--- config.mk ---
export PLATFORM = sky130hd
export DESIGN_NAME = rvde_div
export DESIGN_NICKNAME = d
export VERILOG_FILES = /design/src/rtl/rvde_pkg.sv /design/src/rtl/rvde_div.sv
export SDC_FILE = /design/constraint.sdc
export NUM_CORES = 2
export LEC_CHECK = 0
export BUFFER_PORTS_ARGS = -buffer_cell sky130_fd_sc_hd__clkbuf_2
export CAP_MARGIN = 20
export CORE_MARGIN = 2
export CORE_UTILIZATION = 30
export DETAILED_ROUTE_END_ITERATION = 10
export PLACE_DENSITY = 0.4
export SLEW_MARGIN = 20
export SYNTH_ARGS = -nofsm -noshare
export SYNTH_HDL_FRONTEND = slang
export SYNTH_SLANG_ARGS = --single-unit
--- constraint.sdc ---
create_clock -name clk_i -period 29.9 [get_ports clk_i]
set_input_delay 2.99 -clock clk_i [delete_from_list [all_inputs] [get_ports clk_i]]
set_output_delay 2.99 -clock clk_i [all_outputs]
set_load 0.05 [all_outputs]
--- src/rtl/rvde_pkg.sv ---
// Shared types and constants for the RV32IM decode/execute pipeline.
// No dependencies.
`timescale 1ns / 1ps

package rvde_pkg;

  localparam logic [6:0] OPC_LOAD    = 7'd3;
  localparam logic [6:0] OPC_OPIMM   = 7'd19;
  localparam logic [6:0] OPC_OPIMM32 = 7'd27;
  localparam logic [6:0] OPC_JALR    = 7'd103;
  localparam logic [6:0] OPC_AUIPC   = 7'd23;
  localparam logic [6:0] OPC_LUI     = 7'd55;
  localparam logic [6:0] OPC_STORE   = 7'd35;
  localparam logic [6:0] OPC_OP      = 7'd51;
  localparam logic [6:0] OPC_OP32    = 7'd59;
  localparam logic [6:0] OPC_BRANCH  = 7'd99;
  localparam logic [6:0] OPC_JAL     = 7'd111;

  localparam logic [6:0] F7_BASE = 7'h00;
  localparam logic [6:0] F7_ALT  = 7'h20;
  localparam logic [6:0] F7_MULDIV = 7'h01;

  localparam logic [2:0] LK_NONE = 3'd0;
  localparam logic [1:0] SS_NONE = 2'd0;

  // divider: DivBits quotient bits per stage
  localparam int DivBits   = 4;
  localparam int DivStages = 32 / DivBits;

  typedef enum logic [3:0] {
    CL_BAD, CL_LOAD, CL_STORE, CL_OPIMM, CL_OP, CL_MUL, CL_DIV,
    CL_AUIPC, CL_LUI, CL_JAL, CL_JALR, CL_BRANCH
  } cls_e;

  typedef enum logic [1:0] { M_NONE, M_MUL, M_DIV } mcls_e;

  typedef struct packed {
    cls_e        cls;
    logic [4:0]  rd;
    logic [2:0]  f3;
    logic        alt;
    logic [31:0] imm;
    logic [31:0] a;
    logic [31:0] b;
    logic [31:0] pc;
  } dec_t;

  typedef struct packed {
    logic [4:0]  dest_reg;
    logic        dest_write;
    logic [31:0] val;
    logic [31:0] next_pc;
    logic [2:0]  load_kind;
    logic [1:0]  store_size;
    logic [31:0] mem_address;
    logic [31:0] store_value;
    logic        bad;
    mcls_e       mcls;
    logic [2:0]  f3;
    logic        neg_q;
    logic        neg_r;
    logic        div0;
    logic [31:0] dvd;
    logic [63:0] prod;
  } res_t;

endpackage

--- src/rtl/rvde_div.sv ---
// Pipelined unsigned restoring divider, DivBits quotient bits per stage.
// Depends on rvde_pkg.
`timescale 1ns / 1ps

module rvde_div import rvde_pkg::*; (
  input  logic        clk_i,
  input  logic        en_i,
  input  logic [31:0] dividend_i,
  input  logic [31:0] divisor_i,
  output logic [31:0] quotient_o,
  output logic [31:0] remainder_o
);

  logic [31:0] r_q [DivStages];
  logic [31:0] q_q [DivStages];
  logic [31:0] d_q [DivStages];

  function automatic logic [63:0] steps(input logic [31:0] r, input logic [31:0] q,
                                        input logic [31:0] d);
    logic [32:0] t;
    logic [31:0] rr;
    logic [31:0] qq;
    rr = r;
    qq = q;
    for (int i = 0; i < DivBits; i++) begin
      t = {rr, qq[31]};
      if (t >= {1'b0, d}) begin
        rr = 32'(t - {1'b0, d});
        qq = {qq[30:0], 1'b1};
      end else begin
        rr = t[31:0];
        qq = {qq[30:0], 1'b0};
      end
    end
    return {rr, qq};
  endfunction

  for (genvar s = 0; s < DivStages; s++) begin : g_stage
    logic [31:0] r_in, q_in, d_in;
    logic [63:0] nxt;
    if (s == 0) begin : g_first
      assign r_in = '0;
      assign q_in = dividend_i;
      assign d_in = divisor_i;
    end else begin : g_rest
      assign r_in = r_q[s-1];
      assign q_in = q_q[s-1];
      assign d_in = d_q[s-1];
    end
    assign nxt = steps(r_in, q_in, d_in);
    always_ff @(posedge clk_i) begin
      if (en_i) begin
        r_q[s] <= nxt[63:32];
        q_q[s] <= nxt[31:0];
        d_q[s] <= d_in;
      end
    end
  end

  assign quotient_o  = q_q[DivStages-1];
  assign remainder_o = r_q[DivStages-1];

endmodule

Word level (Yosys, flattened, before mapping):

Memory sizes are Yosys's and may differ from the RTL's.
Index checks and enable logic that the tools add are counted.
Widths: inputs -> output; s select.

* bits in registers: 0
* latch bits: 0
* memory bits (writable): 768
* bits in read-only memories: 0
* input port bits: 66
* output and inout bits: 64
* logic and storage cells: 133
* memories: 3

* add/sub/neg operators: 32
* $mul: 0
* div/mod/pow operators: 0
* $lt $le $gt $ge: 32
* equality and inequality tests: 0
* shift-type cells: 0
* multiplexer cells: 66
* bitwise operators: 0
* reductions and logical operators: 0

Memories
* d_q: depth 8, bits a word 32, read ports 7, clocked after Yosys merged registers in 0, wr ports 8, line rvde_div.sv:16 `logic [31:0] d_q [DivStages];`
* q_q: depth 8, bits a word 32, read ports 8, clocked after Yosys merged registers in 0, wr ports 8, line rvde_div.sv:15 `logic [31:0] q_q [DivStages];`
* r_q: depth 8, bits a word 32, read ports 8, clocked after Yosys merged registers in 0, wr ports 8, line rvde_div.sv:14 `logic [31:0] r_q [DivStages];`

Operator list (number)
* $mux 32: 32
* $ge 33x32->1: 31
* $sub 32x32->32: 31
* $mux 1: 34
* $ge 1x32->1: 1
* $sub 1x32->32: 1

Depth between registers and ports, before layout:

An unclocked memory read counts as a cell.

* depth in word-level cells: 9
* depth in mapped cells: 61
* mapped depth without buffers: 55

Worst setup path after synthesis:

Ideal clock, no wire load.

* path kind: input-to-reg
* start: in divisor_i[1]
* end: mem r_q[0][10] (data pin)
* library setup time: 262 ps
* arrival: 13506 ps
* required time: 29638 ps
* setup slack: 16132 ps
* cell stages on the path: 50
* buffers on the path: 8
* cells stage by stage: inv_1 clkbuf_1 ha_1 clkbuf_1 a21oi_1 nor3_1 clkbuf_1 a21boi_0 ha_1 a21o_1 a31oi_1 o21ai_0 a221o_1 a21oi_1 a211oi_1 a221o_1 a21oi_1 clkbuf_1 [... 14 more ...] o21ai_0 inv_1 ha_1 nor2b_1 o21a_1 o21ai_0 a211oi_1 o41ai_1 a311oi_1 o21ba_2 nand4_1 nand3_1 o21ai_0 a21boi_0 or2_1 buf_2 buf_4 mux2_1

RTL lines
* start, declared: line rvde_div.sv:9 `input logic [31:0] divisor_i,`
* end, declared: line rvde_div.sv:14

==> out/metrics.sh <==
MOST_FREQUENT_CELLS_AFTER_SYNTHESIS='994 x sky130_fd_sc_hd__ha_1, 814 x sky130_fd_sc_hd__a21oi_1, 736 x sky130_fd_sc_hd__edfxtp_1'
FF2FF_SETUP_SLACK_PS=12110
WORST-ENDPOINT-REQUIRED_PS=30450
NETLIST_TOP_CELLS_AREA='sky130_fd_sc_hd__edfxtp_1 27%, sky130_fd_sc_hd__ha_1 15%, sky130_fd_sc_hd__xnor2_1 6.0%'
GRT_USE_TOTAL=0.206
DETAILROUTE.VIA_COUNT=69999
DPL_CELL_AREA_UM2=87100
CLOCK_SINKS=736
SYNTH_TOP_FLOP_CELL='sky130_fd_sc_hd__edfxtp_1'
POST-SYNTH-TOP-COUNT-CELL='sky130_fd_sc_hd__ha_1'
CHIPWIDTH_UM=528
POST_LAYOUT_WORST_SETUP_MARGIN_PS=12110
FIN_CRIT_SH=0.595
GRT_ANTENNA_BEFORE_REPAIR=10
SYNTHESIS.AREA_PER_INSTANCE_UM2=8.94
LAYOUT-DRIVE-GT1-SHARE=0.0963
WIRE_LENGTH_OF_THE_FIRST_GLOBAL_ROUTING_PASS_UM=439000
ROUTED_LENGTH_ON_MET3_UM=10300
LEAST_MARGIN_PIN_SLEW_PS=1090
MAXCAPVIOLATIONS=0
CLK-INSERTION-DELAY-LATE_PS=840
SETUP.WORST_PATH.START='d_q[5][1]'
FILLCELLCOUNT=28436
TOTAL_CTS_BUFFERS=104
NNETSFINAL=10399
TIMING.HOLD.WORST.CLASS='reg -> reg'
YS_ASYNC_SR_FRACTION=0
CRIT_FANOUT=50
YOSYS_REGISTER_BITS=736
CORE_AREA_UM2=273000
MET1_LENGTH_UM=129000
ROUTED_VIA_COUNT_DIVIDED_BY_CELL_COUNT=5.39
CTS.CLK_SLEW.WORST_PATHS_PS=60
RSZ_0062_RAISED_AFTER_GLOBAL_ROUTING='no'
CRITPATHMAXSTAGEDELAY_PS=720
CTS_TREE='done'
SLEW_VIOL_FINAL=0
CRIT_SLOWEST_CELL='sky130_fd_sc_hd__edfxtp_1'
VIAS_IN_THE_FIRST_GLOBAL_ROUTE=69096
HOLD_VIOL_FINAL=0
DETAIL_ROUTE.WL_PER_CELL_UM=22.8
TIMING.SLEW.HEADROOM=0.273
WORSTSETUPPATHDEPTH=53
DIE_H_UM=528
PORTION_OF_THE_POST_SYNTHESIS_AREA_USED_BY_SEQUENTIAL_ELEMENTS=0.269
SYNTH_LARGEST_AREA_CELL='sky130_fd_sc_hd__edfxtp_1'
ENDPOINT_KIND='flop'
MET2_LENGTH_UM=148000
CRITICAL_PATH.STARTPOINT_TYPE='flop'
ARRIVAL_PS=18350
FINAL_CORE_UTIL=0.331
FLOORPLAN.ROWS=192
DPL.HPWL_UM=243000
IO_PINS=130
MIN_PERIOD_PS=17790
CRIT_END='r_q[1][68]'
LARGEST_NET_DEGREE_AT_THE_START_OF_GLOBAL_ROUTING=77
TNS_PS=0
CTSROOTBUFFERMASTER='sky130_fd_sc_hd__clkbuf_16'
STDCELL_AREA_UM2=90500
NUMBER_OF_SETUP_BUFFERS_ADDED_AFTER_CTS=0
RUN_STATUS='complete, no violations'
CRITICAL-PATH-TOP-DELAY-FAMILY='compound AO/OA/AOI/OAI gates'
POST_CTS_SIZING_COUNT=0
GP_ROUTABILITY_CONGESTION=0.896
CRITPATHMOSTFREQUENTCELL='sky130_fd_sc_hd__buf_4'
FINALSETUPVIOLATIONS=0
SYNTH.CELL_AREA_UM2=82300
DRT_DRC_VIOLATIONS_LEFT=0
SYNTH-EDFF-COUNT=736
POSTROUTEWIRELENGTH_UM=296000
AREA_GROWTH_PCT=9.91
CRITICALPATHCATEGORY='reg -> reg'
DETAIL_ROUTE.FIRST_PASS.ITERATIONS=5
SYN_INST=9208
SYNTH_WARNINGS=0
DIE_AREA_UM2=279000
SYNTH.TOP_CELL.AREA_SHARE=0.269
DETAILEDPLACE.WORSTSLACK_PS=12420
STARTING_DENSITY_OF_THE_CORE=0.301
ANT_NETS=0
REGTOREGSTARTPOINT='d_q[5][1]'
CRITICAL_PATH_BUF_INV_COUNT=9
MAX_FREQ_MHz=56.2
R2R_END='r_q[1][68]'
INITIALDRTVIOLATIONCOUNT=4887
CTS_BUFFER_DEPTH=4
SYNTHDISTINCTLIBCELLS=110
TOPROUTINGLAYERUSED='met4'
SYNTHESIS.NETS=10299
CTSHOLDBUFFERS=0
GLOBALROUTEOVERFLOWTOTAL=0
R2R_CELLS=53
CTS-HTREE-LEVELS=3
IO_BUFFERS=129
CLOCK_SKEW_PS=30.2
## layout make-up
type / count / area (um2) / area share
Clock buffer: 123 / 2670 / 0.0296
Multi-Input combinational cell: 7657 / 57100 / 0.631
Antenna cell: 5 / 12.5 / 0.000138
Tap cell: 3589 / 4490 / 0.0496
Timing Repair Buffer: 175 / 1000 / 0.0111
Sequential cell: 736 / 22100 / 0.244
Inverter: 634 / 2380 / 0.0263
Clock inverter: 64 / 691 / 0.00763
## routing by layer
layer / global-route usage / vias to the layer above
met5: 0 / -
met4: 0.0586 / 0
met3: 0.0182 / 333
met2: 0.374 / 1332
met1: 0.258 / 33617
li1: - / 34717
## worst min path at each step
| stage | slack (ps) | from | cells after the start | endpoint |
|---|---|---|---|---|
| 2_1_floorplan | 400 | q_q[0][64] | 0 | q_q[0][100] |
| 3_3_place_gp | 400 | q_q[0][76] | 0 | q_q[0][112] |
| 3_5_place_dp | 400 | q_q[0][83] | 0 | q_q[0][119] |
| 4_1_cts | 410 | q_q[0][52] | 0 | q_q[0][88] |
| 5_1_grt | 410 | q_q[0][37] | 0 | q_q[0][73] |
| 6_report | 410 | q_q[0][121] | 0 | q_q[1][29] |
## placed cells by master, fill, tap and decap left out, types with 69 or more instances in the layout
cell and instances:
sky130_fd_sc_hd__a21o_1 510, sky130_fd_sc_hd__a21oi_1 811, sky130_fd_sc_hd__a221o_1 69, sky130_fd_sc_hd__a31oi_1 87, sky130_fd_sc_hd__and3_1 90, sky130_fd_sc_hd__clkbuf_16 104, sky130_fd_sc_hd__clkbuf_2 128, sky130_fd_sc_hd__edfxtp_1 736
sky130_fd_sc_hd__ha_1 994, sky130_fd_sc_hd__inv_1 623, sky130_fd_sc_hd__mux2_2 413, sky130_fd_sc_hd__mux2i_1 90, sky130_fd_sc_hd__nand2_1 584, sky130_fd_sc_hd__nand2b_1 123, sky130_fd_sc_hd__nand3_1 182, sky130_fd_sc_hd__nand4_1 124
sky130_fd_sc_hd__nor2_1 643, sky130_fd_sc_hd__nor2b_1 141, sky130_fd_sc_hd__nor3_1 144, sky130_fd_sc_hd__nor4_1 69, sky130_fd_sc_hd__o21a_1 133, sky130_fd_sc_hd__o21ai_0 555, sky130_fd_sc_hd__o21bai_1 125, sky130_fd_sc_hd__xnor2_1 560
sky130_fd_sc_hd__xor2_1 245
## stage by stage
stage / std cells / hold slack (ps)
2_1_floorplan: 9208 / 400
3_3_place_gp: 12791 / 400
3_5_place_dp: 12791 / 405
4_1_cts: 12978 / 409
5_1_grt: 12980 / 411
6_report: 12983 / 407
## flip-flops by register name (all words and copies together), names as in the netlist
register,count
d_q,224
q_q,256
r_q,256
## cell families (layout without fill, tap and decap cells)
kind of cell	count (synthesis)	in the layout	share of synthesized area
AOI/OAI and AO/OA	2889	2889	0.230
xor gates and xnor gates	805	805	0.0857
adders and majority gates	1025	1025	0.159
buffers and inverters	815	996	0.0385
DFF	736	736	0.269
muxes	574	574	0.0782
other	0	5	0
and+or+nand+nor	2364	2364	0.141
Power is left out: the tool's default activity adds up to more than one toggle a clock period on the data nets, which glitch-free logic cannot reach.
